File: config.mk
export PLATFORM = sky130hd
export DESIGN_NAME = adc_window_rms_meter_unit
export DESIGN_NICKNAME = d
export VERILOG_FILES = /design/src/design/adcrms_pkg.sv /design/src/design/adcrms_root_unit.sv /design/src/design/adc_window_rms_meter_unit.sv
export SDC_FILE = /design/constraint.sdc
export NUM_CORES = 1
export LEC_CHECK = 0
export BUFFER_PORTS_ARGS = -buffer_cell sky130_fd_sc_hd__buf_2
export CELL_PAD_IN_SITES_DETAIL_PLACEMENT = 1
export CELL_PAD_IN_SITES_GLOBAL_PLACEMENT = 1
export CORE_ASPECT_RATIO = 1.5
export CORE_MARGIN = 4
export CORE_UTILIZATION = 50
export DETAILED_ROUTE_END_ITERATION = 16
export HOLD_SLACK_MARGIN = 0.03
export PLACE_DENSITY_LB_ADDON = 0.1
export RECOVER_POWER = 100
export SLEW_MARGIN = 40
export SYNTH_ARGS = -nofsm -noshare
export SYNTH_HDL_FRONTEND = slang
export SYNTH_HIERARCHICAL = 1
export SYNTH_SLANG_ARGS = --single-unit
File: constraint.sdc
create_clock -name aclk -period 8.62 [get_ports aclk]
set_input_delay 1.293 -clock aclk [delete_from_list [all_inputs] [get_ports aclk]]
set_output_delay 1.293 -clock aclk [all_outputs]
set_load 0.01 [all_outputs]
File: src/design/adcrms_pkg.sv
// Types and constants of the windowed RMS meter.
// No dependencies; used by every module of the block.
package adcrms_pkg;

    localparam int SUM_W      = 57;   // square sum accumulator
    localparam int LEN_W      = 11;   // window length and phase counter
    localparam int WARM_W     = 8;    // warm-up register
    localparam int MEAN_W     = 47;   // mean square result
    localparam int RMS_W      = 32;   // root result, 8 fraction bits
    localparam int FRAC_W     = 16;   // mean is scaled by 2^16 before the root
    localparam int CFG_ADDR_W = 8;
    localparam int CFG_DATA_W = 16;

    localparam logic [CFG_ADDR_W-1:0] REG_WARMUP = 8'd0;
    localparam logic [CFG_ADDR_W-1:0] REG_WINDOW = 8'd1;

    localparam logic [WARM_W-1:0] WARMUP_RESET = 8'd99;
    localparam logic [LEN_W-1:0]  WINDOW_RESET = 11'd1000;

    typedef struct packed {
        logic [7:0] sample_high;
        logic [7:0] sample_mid;
        logic [7:0] sample_low;
    } in_item_t;

    typedef struct packed {
        logic [MEAN_W-1:0] mean_square;
        logic [RMS_W-1:0]  rms_q8;
    } out_item_t;

    typedef struct packed {
        logic busy;
        logic done;
    } root_sts_t;

endpackage

File: src/design/adcrms_root_unit.sv
// Bit-serial divider and digit-by-digit square root for the RMS meter.
// Depends on adcrms_pkg for widths, the result struct and the status struct.
module adcrms_root_unit (
    input  logic                          aclk,
    input  logic                          aresetn,
    input  logic                          start,
    input  logic [adcrms_pkg::SUM_W-1:0]  sum_in,
    input  logic [adcrms_pkg::LEN_W-1:0]  len_in,
    output adcrms_pkg::root_sts_t         sts,
    output adcrms_pkg::out_item_t         result
);
    import adcrms_pkg::*;

    localparam int DIV_CNT_W = $clog2(SUM_W);
    localparam int SQ_X_W    = 2 * RMS_W;
    localparam int SQ_CNT_W  = $clog2(RMS_W);
    localparam int SQ_REM_W  = RMS_W + 2;
    localparam int SQ_TRY_W  = RMS_W + 4;

    typedef enum logic [1:0] {R_IDLE, R_DIV, R_SQRT} rstate_t;

    rstate_t               state_reg;
    logic [SUM_W-1:0]      num_reg;
    logic [LEN_W-1:0]      den_reg;
    logic [LEN_W-1:0]      div_rem_reg;
    logic [DIV_CNT_W-1:0]  div_cnt_reg;
    logic [SQ_X_W-1:0]     x_reg;
    logic [SQ_REM_W-1:0]   sq_rem_reg;
    logic [RMS_W-1:0]      root_reg;
    logic [SQ_CNT_W-1:0]   sq_cnt_reg;
    logic                  done_reg;
    out_item_t             result_reg;

    logic [LEN_W:0]        div_trial;
    logic [LEN_W:0]        div_diff;
    logic                  div_ge;
    logic [LEN_W-1:0]      div_rem_next;
    logic [SUM_W-1:0]      quot_next;

    logic [SQ_TRY_W-1:0]   sq_trial;
    logic [SQ_TRY_W-1:0]   sq_sub;
    logic [SQ_TRY_W-1:0]   sq_diff;
    logic                  sq_ge;
    logic [SQ_REM_W-1:0]   sq_rem_next;
    logic [RMS_W-1:0]      root_next;

    // One quotient bit per cycle, restoring form; quotient bits replace the
    // dividend bits as they shift out.
    always_comb begin
        div_trial    = {div_rem_reg, num_reg[SUM_W-1]};
        div_ge       = div_trial >= {1'b0, den_reg};
        div_diff     = div_trial - {1'b0, den_reg};
        div_rem_next = div_ge ? div_diff[LEN_W-1:0] : div_trial[LEN_W-1:0];
        quot_next    = {num_reg[SUM_W-2:0], div_ge};
    end

    // One root bit per cycle from two radicand bits.
    always_comb begin
        sq_trial    = {sq_rem_reg, x_reg[SQ_X_W-1 -: 2]};
        sq_sub      = {2'b00, root_reg, 2'b01};
        sq_ge       = sq_trial >= sq_sub;
        sq_diff     = sq_trial - sq_sub;
        sq_rem_next = sq_ge ? sq_diff[SQ_REM_W-1:0] : sq_trial[SQ_REM_W-1:0];
        root_next   = {root_reg[RMS_W-2:0], sq_ge};
    end

    always_ff @(posedge aclk) begin
        if (!aresetn) begin
            state_reg <= R_IDLE;
            done_reg  <= 1'b0;
        end else begin
            case (state_reg)
                R_IDLE: begin
                    done_reg <= 1'b0;
                    if (start) begin
                        num_reg     <= sum_in;
                        den_reg     <= len_in;
                        div_rem_reg <= '0;
                        div_cnt_reg <= '0;
                        state_reg   <= R_DIV;
                    end
                end
                R_DIV: begin
                    num_reg     <= quot_next;
                    div_rem_reg <= div_rem_next;
                    div_cnt_reg <= div_cnt_reg + 1'b1;
                    if (div_cnt_reg == DIV_CNT_W'(SUM_W - 1)) begin
                        result_reg.mean_square <= quot_next[MEAN_W-1:0];
                        x_reg      <= SQ_X_W'({quot_next[MEAN_W-1:0], {FRAC_W{1'b0}}});
                        sq_rem_reg <= '0;
                        root_reg   <= '0;
                        sq_cnt_reg <= '0;
                        state_reg  <= R_SQRT;
                    end
                end
                R_SQRT: begin
                    x_reg      <= {x_reg[SQ_X_W-3:0], 2'b00};
                    sq_rem_reg <= sq_rem_next;
                    root_reg   <= root_next;
                    sq_cnt_reg <= sq_cnt_reg + 1'b1;
                    if (sq_cnt_reg == SQ_CNT_W'(RMS_W - 1)) begin
                        result_reg.rms_q8 <= root_next;
                        done_reg          <= 1'b1;
                        state_reg         <= R_IDLE;
                    end
                end
                default: begin
                    state_reg <= R_IDLE;
                end
            endcase
        end
    end

    assign sts.busy = (state_reg != R_IDLE);
    assign sts.done = done_reg;
    assign result   = result_reg;

endmodule

File: src/design/adc_window_rms_meter_unit.sv
// Top level of the windowed mean-square and RMS meter.
// Depends on adcrms_pkg and instantiates adcrms_root_unit.
//
//  Channel  | Ports                              | Moves
//  ---------+------------------------------------+-----------------------------------
//  input    | s_valid, s_ready, s_item           | one converter frame, three bytes
//  result   | m_valid, m_ready, m_item           | mean square and Q24.8 RMS value
//  config   | cfg_valid, cfg_ready, cfg_addr,    | register write, index 0 = warm-up,
//           | cfg_wdata                          | index 1 = window length
//
// A warm-up sample is only counted. A window sample is squared by the bit-serial
// shift-add squarer and added to the sum. The last sample of a window then runs the
// divide and root steps of the serial root unit before the result is handed off.
// Reset is synchronous and active low; it restores the register defaults and clears
// the phase state at once, with no clearing pass.
// A result waits in the output register while the next transaction is accepted; only
// a second finished window stalls behind a result that has not been taken.
module adc_window_rms_meter_unit #(
    parameter int WINDOW_MAX  = 1024,
    parameter int SAMPLE_BITS = 24
) (
    input  logic                               aclk,
    input  logic                               aresetn,
    input  logic                               s_valid,
    output logic                               s_ready,
    input  adcrms_pkg::in_item_t               s_item,
    output logic                               m_valid,
    input  logic                               m_ready,
    output adcrms_pkg::out_item_t              m_item,
    input  logic                               cfg_valid,
    output logic                               cfg_ready,
    input  logic [adcrms_pkg::CFG_ADDR_W-1:0]  cfg_addr,
    input  logic [adcrms_pkg::CFG_DATA_W-1:0]  cfg_wdata
);
    import adcrms_pkg::*;

    localparam int PROD_W = 2 * SAMPLE_BITS;
    localparam int MCNT_W = $clog2(SAMPLE_BITS);
    localparam int RAW_W  = SAMPLE_BITS + 24;

    typedef enum logic [2:0] {S_IDLE, S_MUL, S_ACC, S_ROOT, S_EMIT} state_t;

    // Configuration registers.
    logic [WARM_W-1:0]       warmup_reg;
    logic [LEN_W-1:0]        window_reg;

    // Phase state and the serial squarer.
    state_t                  state_reg;
    logic                    in_window_reg;
    logic [LEN_W-1:0]        count_reg;
    logic [SUM_W-1:0]        sum_reg;
    logic [LEN_W-1:0]        len_reg;
    logic                    last_reg;
    logic [SAMPLE_BITS-1:0]  mcand_reg;
    logic [PROD_W-1:0]       acc_reg;
    logic [MCNT_W-1:0]       mcnt_reg;

    // Output register.
    logic                    m_valid_reg;
    out_item_t               m_item_reg;

    logic [RAW_W-1:0]        raw_ext;
    logic [SAMPLE_BITS-1:0]  raw;
    logic [SAMPLE_BITS-1:0]  mag;
    logic [LEN_W-1:0]        eff_len;
    logic                    warm_hold;
    logic [LEN_W-1:0]        cnt_base;
    logic [LEN_W:0]          cnt_inc;
    logic                    last_next;
    logic [SAMPLE_BITS:0]    mul_upper;
    logic [PROD_W-1:0]       acc_next;
    logic [PROD_W+SUM_W-1:0] sq_ext;
    logic [SUM_W-1:0]        sum_add;
    logic                    root_start;
    root_sts_t               root_sts;
    out_item_t               root_result;

    // The frame is taken as a SAMPLE_BITS-wide two's complement value; a width
    // beyond 24 bits leaves the sign bit clear, a narrower one drops high bits.
    always_comb begin
        raw_ext = {{SAMPLE_BITS{1'b0}}, s_item.sample_high, s_item.sample_mid,
                   s_item.sample_low};
        raw     = raw_ext[SAMPLE_BITS-1:0];
        mag     = raw[SAMPLE_BITS-1] ? (~raw + SAMPLE_BITS'(1)) : raw;
    end

    // A zero length counts as one sample, and a length beyond WINDOW_MAX saturates.
    always_comb begin
        if (window_reg == '0) begin
            eff_len = LEN_W'(1);
        end else if (32'(window_reg) > 32'(WINDOW_MAX)) begin
            eff_len = LEN_W'(WINDOW_MAX);
        end else begin
            eff_len = window_reg;
        end
    end

    // The first window sample restarts the count from zero. A count that already
    // reached a lowered length ends the window with this sample.
    always_comb begin
        warm_hold = !in_window_reg && (count_reg < LEN_W'(warmup_reg));
        cnt_base  = in_window_reg ? count_reg : '0;
        cnt_inc   = {1'b0, cnt_base} + (LEN_W + 1)'(1);
        last_next = cnt_inc >= {1'b0, eff_len};
    end

    // Shift-add squarer: one multiplier bit per cycle, the partial product shifts
    // right as the multiplier bits are used up.
    always_comb begin
        mul_upper = {1'b0, acc_reg[PROD_W-1:SAMPLE_BITS]}
                  + (acc_reg[0] ? {1'b0, mcand_reg} : '0);
        acc_next  = {mul_upper, acc_reg[SAMPLE_BITS-1:1]};
        sq_ext    = {{SUM_W{1'b0}}, acc_reg};
        sum_add   = sum_reg + sq_ext[SUM_W-1:0];
    end

    assign root_start = (state_reg == S_ACC) && last_reg;

    always_ff @(posedge aclk) begin
        if (!aresetn) begin
            warmup_reg <= WARMUP_RESET;
            window_reg <= WINDOW_RESET;
        end else if (cfg_valid) begin
            case (cfg_addr)
                REG_WARMUP: warmup_reg <= cfg_wdata[WARM_W-1:0];
                REG_WINDOW: window_reg <= cfg_wdata[LEN_W-1:0];
                default: begin
                end
            endcase
        end
    end

    always_ff @(posedge aclk) begin
        if (!aresetn) begin
            state_reg     <= S_IDLE;
            in_window_reg <= 1'b0;
            count_reg     <= '0;
            sum_reg       <= '0;
            m_valid_reg   <= 1'b0;
        end else begin
            // In the emit state the valid flag is handled by that state alone.
            if (m_valid_reg && m_ready && (state_reg != S_EMIT)) begin
                m_valid_reg <= 1'b0;
            end
            case (state_reg)
                S_IDLE: begin
                    if (s_valid) begin
                        if (warm_hold) begin
                            count_reg <= count_reg + 1'b1;
                        end else begin
                            if (!in_window_reg) begin
                                sum_reg <= '0;
                            end
                            in_window_reg <= 1'b1;
                            count_reg     <= cnt_inc[LEN_W-1:0];
                            len_reg       <= eff_len;
                            last_reg      <= last_next;
                            mcand_reg     <= mag;
                            acc_reg       <= {{SAMPLE_BITS{1'b0}}, mag};
                            mcnt_reg      <= '0;
                            state_reg     <= S_MUL;
                        end
                    end
                end
                S_MUL: begin
                    acc_reg  <= acc_next;
                    mcnt_reg <= mcnt_reg + 1'b1;
                    if (mcnt_reg == MCNT_W'(SAMPLE_BITS - 1)) begin
                        state_reg <= S_ACC;
                    end
                end
                S_ACC: begin
                    if (last_reg) begin
                        // The root unit captures the final sum; the phase restarts.
                        in_window_reg <= 1'b0;
                        count_reg     <= '0;
                        sum_reg       <= '0;
                        state_reg     <= S_ROOT;
                    end else begin
                        sum_reg   <= sum_add;
                        state_reg <= S_IDLE;
                    end
                end
                S_ROOT: begin
                    if (root_sts.done) begin
                        state_reg <= S_EMIT;
                    end
                end
                S_EMIT: begin
                    if (!m_valid_reg || m_ready) begin
                        m_item_reg  <= root_result;
                        m_valid_reg <= 1'b1;
                        state_reg   <= S_IDLE;
                    end
                end
                default: begin
                    state_reg <= S_IDLE;
                end
            endcase
        end
    end

    adcrms_root_unit u_root (
        .aclk    (aclk),
        .aresetn (aresetn),
        .start   (root_start),
        .sum_in  (sum_add),
        .len_in  (len_reg),
        .sts     (root_sts),
        .result  (root_result)
    );

    assign s_ready   = (state_reg == S_IDLE);
    assign m_valid   = m_valid_reg;
    assign m_item    = m_item_reg;
    assign cfg_ready = 1'b1;

endmodule

* Yosys cells after proc, flatten, opt, wreduce, memory -nomap -nowiden
Cells that the tools add are included.
** Word-level totals
- Bits in read-only memories :: 0
- Bits in writable memories :: 0
- Output and inout port bits :: 82
- Input bits :: 53
- Word-level logic and storage cells :: 152
- Latch bits :: 0
- Register bits :: 562
- Memories :: 0
** Operators by class
- Reductions and logical operators :: 32
- Shifts and indexed selects :: 0
- Divide/modulo/power cells :: 0
- Bitwise logic cells :: 2
- $mul :: 0
- Muxes and demuxes :: 56
- $lt $le $gt $ge :: 5
- Add/subtract/negate cells :: 10
- Equal/unequal tests :: 21
** Operators by type and width (number)
- $mux 57 :: 5
- $pmux 57 s2 :: 2
- $pmux 64 s2 :: 1
- $mux 48 :: 2
- $pmux 48 s2 :: 1
- $mux 11 :: 8
- $mux 34 :: 2
- $pmux 34 s2 :: 1
- $mux 64 :: 1
- $pmux 32 s2 :: 1
- $add 57x48->57 :: 1
- $mux 24 :: 2
- $pmux 11 s2 :: 2
- $ge 36x34->1 :: 1
- $sub 34x34->34 :: 1
- $mux 32 :: 1
- $add 24x24->25 :: 1
- $add 24x1->24 const B :: 1
- $ge 12x11->1 :: 2
- $not 24->24 :: 1
- $reduce_and 3->1 :: 8
- $pmux 5 s2 :: 2
- $reduce_and 4->1 :: 4
- $mux 3 :: 5
- other kinds (37) :: 70

* Longest topological paths before layout
Gate-level depths: netlist of the first run.
- Depth in word-level cells :: 6
- Depth in mapped cells :: 15
- Depth with buffers taken out :: 14

* Cells and area by module
Netlist of the first run, hierarchy kept.
** By module, submodules not included
- adc_window_rms_meter_unit :: cells each 1367, instances 1, area each 14204.9 um^2
- adcrms_root_unit :: cells each 1177, instances 1, area each 13337.8 um^2

* Worst setup path after synthesis of the first run
No wires, ideal clock.
- Path kind :: input -> register
- From :: in aresetn
- To :: reg m_item_reg, in the netlist m_item[0] (enable)
- Required time :: 7.990 ns
- Path buffers :: 1
- Setup slack :: 0.661 ns
- Stages :: 3
- Library setup time :: 0.630 ns
- Arrival :: 7.330 ns
- Path through :: inv_2 clkbuf_1 nor3b_1
** On the way
- Cells in the longest elaborated chain, start to end :: 1
** RTL lines
- start, declared :: line adc_window_rms_meter_unit.sv:23 : input logic aresetn,
- $reduce_and 3->1 (no line)
- end signal, assigned :: line adc_window_rms_meter_unit.sv:191 : m_item_reg <= root_result;
- end, declared :: line adc_window_rms_meter_unit.sv:60 : out_item_t m_item_reg;
Every way passes these cells.
A chain may end at the register's enable or synchronous reset.

* Worst setup path after layout of the first run
- From :: in aresetn
- To :: reg u_root.x_reg[54] (enable)
** On the way
- Cells in the longest elaborated chain, start to end :: 1
** RTL lines
- $reduce_and 3->1 (no line)
- end signal, assigned :: line adcrms_root_unit.sv:89 : x_reg <= SQ_X_W'({quot_next[MEAN_W-1:0], {FRAC_W{1'b0}}});
- end signal, assigned :: line adcrms_root_unit.sv:97 : x_reg <= {x_reg[SQ_X_W-3:0], 2'b00};
- end, declared :: line adcrms_root_unit.sv:27 : logic [SQ_X_W-1:0] x_reg;
Every way passes these cells.

==> results.cfg, run 1 <==
[outcome]
status = complete, but fails checks
violations = max-capacitance violations, max-slew violations

[setup_path]
path_delay_family = buffers and inverters
crit_path_start_kind = input port
class_of_the_most_critical_setup_path = input port to flop
slowest_delay_ns = 2.73
path_buf_inv = 3
critical_path_cell_list = clkbuf_1 > nor2b_4 > clkbuf_1 > clkbuf_2
wp_data_required_ns = 8.84
critical_path.endpoint_type = flop
cp.arrival_ns = 6.71
worst_path_max_delay_cell = sky130_fd_sc_hd__clkbuf_1
worst-path-max-fanout = 65
critPathMostFrequentCell = sky130_fd_sc_hd__clkbuf_1

[die]
pin_count = 135
design.die.area_sq_um = 59000
core.rowCount = 105
die-height_um = 295
die-width_um = 200
core-area_sq_um = 54700
starting_density_of_the_core_pct = 50.4

[yosys]
yosysSeqAreaShare_pct = 56.1
post_synth_instance_area_sq_um = 27500
ys.warnings.count = 6
fraction_of_synthesis_flops_using_an_asynchronous_set_or_reset_pin_pct = 0
synthesis.area_per_instance_sq_um = 10.8
ys_types = 83
synth_top_family_by_area = simple AND/OR/NAND/NOR gates
netlist_instances = 2544
postSynthNetCount = 2743
post_synth_xor_area_fraction_pct = 4.71
ys_seq_elements = 546
most_instantiated_flip_flop_cell_in_the_synthesis_netlist = sky130_fd_sc_hd__edfxtp_1
yosys.area_share.adder_pct = 6.71
synth_compound_area_share_pct = 11.8
synth.mux.area_fraction_pct = 2.43
synth_enable_flop_cells = 451
synth-simple-area-share_pct = 15.3

[cells_and_area]
final_cell_mix = sky130_fd_sc_hd__edfxtp_1 (451), sky130_fd_sc_hd__nand2_1 (436), sky130_fd_sc_hd__nor2_1 (244), sky130_fd_sc_hd__a21oi_1 (149), sky130_fd_sc_hd__ha_1 (143)
n_fill_cell = 5873
final_common_cell = sky130_fd_sc_hd__edfxtp_1
nNetsFinal = 2846
postLayoutCoreUtil_pct = 55.5
insertedDiodeCount = 0
final_layout_size_suffix_gt1_share_pct = 6.66
final_area_sq_um = 30400
syn2layout_area_growth_pct = 10.2

[worst_hold_path]
worstHoldPathType = flop to flop

[route]
detailroute.via_count = 19300
first_iter_violations = 833
route.detailed.vias_per_inst = 5.72
drt_drc_violations_left = 0
total_wire_length_after_detailed_routing_um = 68800
ant_nets = 0
drt-pass1-iter-count = 5
wire_length_per_cell_um = 20.3

[global_route]
met3_global_route_usage_pct = 2.63
first_global_vias = 20900
grt_use_met2_pct = 43.0
initial_antenna_violation_count = 0
grt_util_all_layers_pct = 23.2
grt_pass1_wl_um = 111000
grt_start_max_net_pins = 86
use_met1_pct = 28.0
gr-total-overflow = 0
grt_busiest_layer = met2

[cts]
ctsResizeCount = 0
number_of_clock_buffers_inserted_by_tritoncts = 52
cts.clk_slew.worst_paths_ns = 0.06
cts_h_tree_depth = 2
cts_buffer_depth = 3
postCtsHoldBufs = 0
cts_tree = built
post-cts-setup-buffers = 0
clkSinkCount = 546
clk-insertion-delay-late_ns = 0.63
clock-root-buffer = sky130_fd_sc_hd__clkbuf_16

[timing]
drv_slew = 495
period_needed_ns = 6.49
skew_ns = 0.0221
post-route-period-util_pct = 75.3
setup_viol = 0
maximum_achievable_frequency_mhz = 154
rsz0062_at_grt = false
timing.final.ws_setup_ns = 2.13
setup_total_negative_slack_ns = 0
hold_viol = 0
maxSlewHeadroom_pct = -162
worst-slew-pin-transition_ns = 3.93

[pwr]
max-vdd-ir-drop_mv = 0.156
static_leakage_nw = 12.0
power.total_mw = 6.22
power-per-cell-area_nw_per_um2 = 205

[placed_design]
dpl_cell_area_sq_um = 28900
detailedPlacementHpwl_um = 50400
gpl.final_weighted_congestion = 0.894
buffer_ports.inserted = 128
detailedPlace.worstSlack_ns = 3.84

[job]
max_cap_violations = 9
## per-layer routing
metal	vias to the layer above	part of all wire, %
met2	302	53
li1	9340	-
met1	9595	41
met4	0	3.1
met3	110	2.8
met5	-	0
## logic make-up (layout without fill, tap and decap cells)
group | count (synthesis) | in the layout
AO/OA/AOI/OAI | 486 | 486
flip-flops | 546 | 546
buffers and inverters | 205 | 349
XOR/XNOR | 148 | 148
other | 1 | 1
adder cells (fa/ha/maj) | 146 | 146
multiplexers | 64 | 64
AND/OR/NAND/NOR | 948 | 948
## cell type report
type / count / area (sq um) / share of cell area, %
inverter: 106 / 399 / 1.31
timing repair buffer: 148 / 644 / 2.12
sequential: 546 / 15400 / 50.9
multi-input combinational: 1793 / 11300 / 37.1
clock buffer: 63 / 1340 / 4.42
clock inverter: 32 / 403 / 1.33
tap: 695 / 870 / 2.86
## final timing paths
path | startpoint | to | slack [ns] | cells past startpoint
setup reg to reg | u_root/sq_rem_reg[13] | u_root/sq_rem_reg[18] | 2.53 | 10
hold reg to reg | u_root/result[5] | m_item[5] | 0.42 | 0
hold / removal | u_root/result[5] | m_item[5] | 0.42 | 0
setup / recovery | aresetn | u_root/x_reg[54] | 2.13 | 4
## synthesized netlist by cell type (24+ instances only)
library cell               number  area share, %
sky130_fd_sc_hd__xnor2_1       94            3.0
sky130_fd_sc_hd__mux2i_1       40            1.5
sky130_fd_sc_hd__mux2_2        24           0.98
sky130_fd_sc_hd__nor3_1        37           0.67
sky130_fd_sc_hd__xor2_1        54            1.7
sky130_fd_sc_hd__a21o_1        52            1.4
sky130_fd_sc_hd__nand2_1      436            5.9
sky130_fd_sc_hd__clkbuf_1      82            1.1
sky130_fd_sc_hd__a22oi_1       25           0.68
sky130_fd_sc_hd__nand3_1       42           0.76
sky130_fd_sc_hd__a22o_1        27           0.86
sky130_fd_sc_hd__dfxtp_1       95            6.9
sky130_fd_sc_hd__edfxtp_1     451             49
sky130_fd_sc_hd__and2_1        39           0.89
sky130_fd_sc_hd__ha_1         143            6.5
sky130_fd_sc_hd__o21ai_0       74            1.3
sky130_fd_sc_hd__a21oi_1      148            2.7
sky130_fd_sc_hd__nand4_1       26           0.59
sky130_fd_sc_hd__nor2_1       244            3.3
sky130_fd_sc_hd__inv_1        104            1.4
## metrics by stage
stage | cells | hold WS [ns]
finish | 3383 | 0.419
global route | 3383 | 0.425
CTS | 3383 | 0.418
detailed placement | 3288 | 0.406
global placement | 3288 | 0.403
floorplan | 2544 | 0.400
## where the power goes
group | switching [mW] | leakage, nW | total [mW] | internal, mW
logic | 0.530 | 6.33 | 0.835 | 0.304
registers | 0.0700 | 4.87 | 3.03 | 2.97
clock network | 1.04 | 0.831 | 2.35 | 1.31
total | 1.64 | 12.0 | 6.22 | 4.58
Power figures use the tool's default switching activity.
==> run 2: changes to the inputs <==
==> constraint.sdc (replaced) <==
create_clock -name aclk -period 6.25 [get_ports aclk]
set_input_delay 0.9375 -clock aclk [delete_from_list [all_inputs] [get_ports aclk]]
set_output_delay 0.9375 -clock aclk [all_outputs]
set_load 0.01 [all_outputs]
==> results.cfg, run 2 (synthesis results as in run 1) <==
[outcome]
status = complete, but fails checks
violations = max-capacitance violations, max-slew violations

[cells_and_area]
insertedDiodeCount = 0
final_common_cell = sky130_fd_sc_hd__edfxtp_1
syn2layout_area_growth_pct = 10.2
final_area_sq_um = 30400
final_layout_size_suffix_gt1_share_pct = 6.83
final_cell_mix = sky130_fd_sc_hd__edfxtp_1 (451), sky130_fd_sc_hd__nand2_1 (436), sky130_fd_sc_hd__nor2_1 (244), sky130_fd_sc_hd__a21oi_1 (148), sky130_fd_sc_hd__ha_1 (143)
final_cell_count_no_fill = 3389
nNetsFinal = 2848

[setup_path]
worst_path_max_delay_cell = sky130_fd_sc_hd__a21oi_1
critical_path.endpoint_type = flop
wp_data_required_ns = 6.46
crit_path_start_kind = flop
worst_r2r_endpoint = u_root/sq_rem_reg[11]
r2r-start = u_root/root_reg[13]
class_of_the_most_critical_setup_path = flop to flop
critPathMostFrequentCell = sky130_fd_sc_hd__nand2_1
reg2regPathDepth = 11
critical_path_cell_list = inv_1 > ha_1 > nand2_1 > nor4_1 > nand2_1 > or3_1 > and3_1 > a21oi_1 > buf_4 > mux2i_1 > nor2_1
worst-path-max-fanout = 19
ff2ff_setup_slack_ns = 0.94
path_buf_inv = 2
cp.arrival_ns = 5.52
path_delay_family = compound AO/OA/AOI/OAI gates
slowest_delay_ns = 1.68
critical_path.startpoint = u_root/root_reg[13]

[global_route]
grt_pass1_wl_um = 111000
initial_antenna_violation_count = 0
grt_start_max_net_pins = 120
first_global_vias = 20700
gr-total-overflow = 0
grt_util_all_layers_pct = 23.3

[timing]
setup_viol = 0
skew_ns = 0.0179
setup_total_negative_slack_ns = 0
hold_viol = 0
rsz0062_at_grt = false
maxSlewHeadroom_pct = -184
drv_slew = 577
post-route-period-util_pct = 84.9
worst-slew-pin-transition_ns = 4.26
period_needed_ns = 5.31
maximum_achievable_frequency_mhz = 188

[cts]
cts_buffer_depth = 3
clk-insertion-delay-late_ns = 0.62
cts_h_tree_depth = 2
clkSinkCount = 546
post-cts-setup-buffers = 0
number_of_clock_buffers_inserted_by_tritoncts = 53
ctsResizeCount = 0
postCtsHoldBufs = 0
cts_tree = built
cts.clk_slew.worst_paths_ns = 0.07
clock-root-buffer = sky130_fd_sc_hd__clkbuf_16

[placed_design]
gpl.final_weighted_congestion = 0.903
buffer_ports.inserted = 128
detailedPlacementHpwl_um = 50600
dpl_cell_area_sq_um = 28900
post-place-cells = 3289

[die]
design.die.area_sq_um = 59000
pin_count = 135
die-width_um = 200
core-area_sq_um = 54700
starting_density_of_the_core_pct = 50.4
die-height_um = 295
core.rowCount = 105

[route]
drt_drc_violations_left = 0
ant_nets = 0
first_iter_violations = 763
total_wire_length_after_detailed_routing_um = 69400
route.detailed.vias_per_inst = 5.71
drt-pass1-iter-count = 5
detailroute.via_count = 19300
wire_length_per_cell_um = 20.5

[worst_hold_path]
worstHoldPathType = flop to flop
timing.hold.worst.start = u_root/result[29]
endpoint_of_the_worst_hold_path = m_item[29]
hold_depth = 0

[pwr]
max-vdd-ir-drop_mv = 0.331
seq_power_share_pct = 48.9
static_leakage_nw = 12.1
share_clk_of_total_power_pct = 37.6
power.total_mw = 8.56
power.share.switching_pct = 26.4
share_comb_of_total_power_pct = 13.5
power_report.internal_total_mw = 6.30
power.switching_mw = 2.26
power-per-cell-area_nw_per_um2 = 282

[job]
max_cap_violations = 11
==> run 2: cell count changes in the layout (fill, tap and decap cells not counted), sizes merged <==
| cell | previous run | this run |
|---|---|---|
| buf | 50 | 49 |
| clkbuf | 161 | 170 |
| bufinv | 6 | 4 |
| clkinvlp | 7 | 4 |
| inv | 108 | 109 |
| clkinv | 17 | 19 |
==> run 2: power groups by stage <==
stage          clock network (mW)  logic [mW]  registers (mW)
6_report                     3.22        1.16            4.19
2_1_floorplan                   0       0.851            4.21
4_1_cts                      3.32        1.16            4.19
3_3_place_gp                    0        1.10            4.26
5_1_grt                      3.48        1.29            4.20
3_5_place_dp                    0        1.15            4.27
==> run 2: worst max-delay path by stage <==
stage / to / slack (ns) / depth (start not counted)
final: u_root/sq_rem_reg[11] / 0.94 / 11
after floorplan: acc_reg[0] / 1.22 / 10
after global placement: u_root/num_reg[48] / 1.55 / 14
after CTS: u_root/num_reg[48] / 1.43 / 14
after detailed placement: u_root/num_reg[48] / 1.46 / 14
after global routing: u_root/x_reg[26] / 0.65 / 4
==> run 2: final cells by class <==
class                      instances  area (sq um)
inverter                         106           398
multi-input combinational       1793         11300
tap                              695           870
clock inverter                    30           325
fill                            5920         24300
sequential                       546         15400
clock buffer                      70          1420
timing repair buffer             149           643
==> run 2: stage by stage <==
stage                     hold slack (ns)  util [%]  setup WS (ns)
after floorplan                     0.400         -           1.22
after global placement              0.403      52.9           1.55
after detailed placement            0.406      52.9           1.46
after CTS                           0.421      56.1           1.43
after global routing                0.425      55.6          0.649
final                               0.421      55.6          0.943
==> run 2: routing by layer <==
metal	track usage [%]	vias up	routed length [um]	share of wire, %
met5	0	-	0	0
met4	7.03	0	2060	3.0
met3	2.80	120	2150	3.1
met2	43.0	308	36500	53
met1	28.3	9563	28700	41
li1	-	9353	-	-
==> run 3: changes to the inputs <==
==> constraint.sdc (replaced) <==
create_clock -name aclk -period 5.3 [get_ports aclk]
set_input_delay 0.795 -clock aclk [delete_from_list [all_inputs] [get_ports aclk]]
set_output_delay 0.795 -clock aclk [all_outputs]
set_load 0.01 [all_outputs]
==> results.cfg, run 3 (synthesis results as in run 1) <==
[global_route]
gr-total-overflow = 0
first_global_vias = 20600
grt_pass1_wl_um = 111000
grt_start_max_net_pins = 75
grt_util_all_layers_pct = 23.4
initial_antenna_violation_count = 0

[timing]
drv_slew = 508
timing.final.ws_setup_ns = 0.613
setup_viol = 0
maxSlewHeadroom_pct = -101
rsz0062_at_grt = false
timing.hold.ws_ns = 0.416
post-route-period-util_pct = 88.4
worst-slew-pin-transition_ns = 3.02
maximum_achievable_frequency_mhz = 213
setup_total_negative_slack_ns = 0
period_needed_ns = 4.69
hold_viol = 0
skew_ns = 0.0197

[pwr]
power_report.internal_total_mw = 7.59
share_clk_of_total_power_pct = 38.6
share_comb_of_total_power_pct = 13.3
power.switching_mw = 2.67
static_leakage_nw = 12.1
seq_power_share_pct = 48.2
power-per-cell-area_nw_per_um2 = 337
max-vdd-ir-drop_mv = 0.302
power.total_mw = 10.3
power.share.switching_pct = 26.0

[cts]
cts_tree = built
cts_h_tree_depth = 2
clk-insertion-delay-late_ns = 0.60
postCtsHoldBufs = 0
number_of_clock_buffers_inserted_by_tritoncts = 52
cts_buffer_depth = 3
post-cts-setup-buffers = 0
clock-root-buffer = sky130_fd_sc_hd__clkbuf_16
cts.clk_slew.worst_paths_ns = 0.07
ctsResizeCount = 0
clkSinkCount = 546

[die]
die-width_um = 200
core.rowCount = 105
core-area_sq_um = 54700
pin_count = 135
design.die.area_sq_um = 59000
die-height_um = 295
starting_density_of_the_core_pct = 50.4

[route]
wire_length_per_cell_um = 20.5
route.detailed.vias_per_inst = 5.73
wl_met1_um = 28800
drt-pass1-iter-count = 5
routed-wl-met2_um = 37200
total_wire_length_after_detailed_routing_um = 69700
first_iter_violations = 787
ant_nets = 0
met3_length_um = 1940
detailroute.via_count = 19500
highest_layer = met4
drt_drc_violations_left = 0

[cells_and_area]
final_common_cell = sky130_fd_sc_hd__edfxtp_1
postLayoutCoreUtil_pct = 55.7
area.sequential_sq_um = 15400
insertedDiodeCount = 0
multi_input_area_sq_um = 11200
nNetsFinal = 2853
final_cell_mix = sky130_fd_sc_hd__edfxtp_1 (451), sky130_fd_sc_hd__nand2_1 (436), sky130_fd_sc_hd__nor2_1 (244), sky130_fd_sc_hd__a21oi_1 (149), sky130_fd_sc_hd__ha_1 (143)
final_cell_count_no_fill = 3393
final_layout_size_suffix_gt1_share_pct = 6.89
n_fill_cell = 5856
final_area_sq_um = 30500
syn2layout_area_growth_pct = 10.6

[placed_design]
post-place-cells = 3294
buffer_ports.inserted = 128
dpl_cell_area_sq_um = 29000
detailedPlace.worstSlack_ns = 1.05
detailedPlacementHpwl_um = 50800
gpl.final_weighted_congestion = 0.896

[setup_path]
critical_path.startpoint = u_root/root_reg[13]
slowest_delay_ns = 1.18
ff2ff_setup_slack_ns = 0.61
critical_path_cell_list = inv_1 > ha_1 > nand2_1 > nor4_1 > nand2_1 > or3_1 > and3_1 > a21oi_1 > nand2_1 > o22ai_1
crit_path_start_kind = flop
class_of_the_most_critical_setup_path = flop to flop
worst_r2r_endpoint = u_root/sq_rem_reg[29]
worst_path_max_delay_cell = sky130_fd_sc_hd__a21oi_1
reg2regPathDepth = 10
r2r-start = u_root/root_reg[13]
critical_path.endpoint_type = flop
critPathMostFrequentCell = sky130_fd_sc_hd__nand2_1
worst-path-max-fanout = 14
cp.arrival_ns = 5.11
wp_data_required_ns = 5.72

[job]
max_cap_violations = 12

[worst_hold_path]
worstHoldPathType = flop to flop
timing.hold.worst.start = u_root/result[25]
endpoint_of_the_worst_hold_path = m_item[25]
hold_depth = 0

[outcome]
violations = max-capacitance violations, max-slew violations
status = complete, but fails checks
## run 3: changes by cell type in the layout (fill, tap and decap cells not counted), sizes merged
cell    delta
buf        +1
bufinv     +4
clkbuf     -4
clkinv     +1
inv        +2
## run 3: worst max-delay path: cells and delay by family (launching register included)
family / cells / cell delay (ns)
adder cells (fa/ha/maj): 1 / 0.41
AO/OA/AOI/OAI: 2 / 1.57
buffers and inverters: 1 / 0.06
AND/OR/NAND/NOR: 6 / 2.11
flip-flops: 1 / 0.36
## run 3: worst max path at each step
stage                             to  slack [ns]  depth (start not counted)
2_1_floorplan             acc_reg[0]        0.27                         10
3_3_place_gp             acc_reg[22]        1.15                          9
3_5_place_dp             acc_reg[22]        1.05                          9
4_1_cts           u_root/num_reg[48]        1.04                         16
5_1_grt                  acc_reg[47]        0.40                         14
6_report       u_root/sq_rem_reg[29]        0.61                         10
## run 3: final cells by class
class	count	share of cell area, %
flip-flops and latches	546	50.7
repair buffers	155	2.28
clock inverters	37	1.42
well taps	695	2.85
inverters	106	1.31
multi-input cells	1793	36.9
clock buffers	61	4.51
## run 3: routing by layer
metal,GRT usage [%],up-vias
met5,0,-
met4,6.27,0
met3,2.52,102
met2,43.5,281
met1,28.8,9696
li1,-,9371
## run 3: power groups by stage
stage | clock [mW] | combinational [mW] | sequential, mW
after floorplan | 0 | 1.00 | 4.97
after CTS | 4.07 | 1.38 | 4.93
after global placement | 0 | 1.31 | 5.02
after global routing | 4.24 | 1.53 | 4.95
after detailed placement | 0 | 1.37 | 5.03
final | 3.96 | 1.36 | 4.94
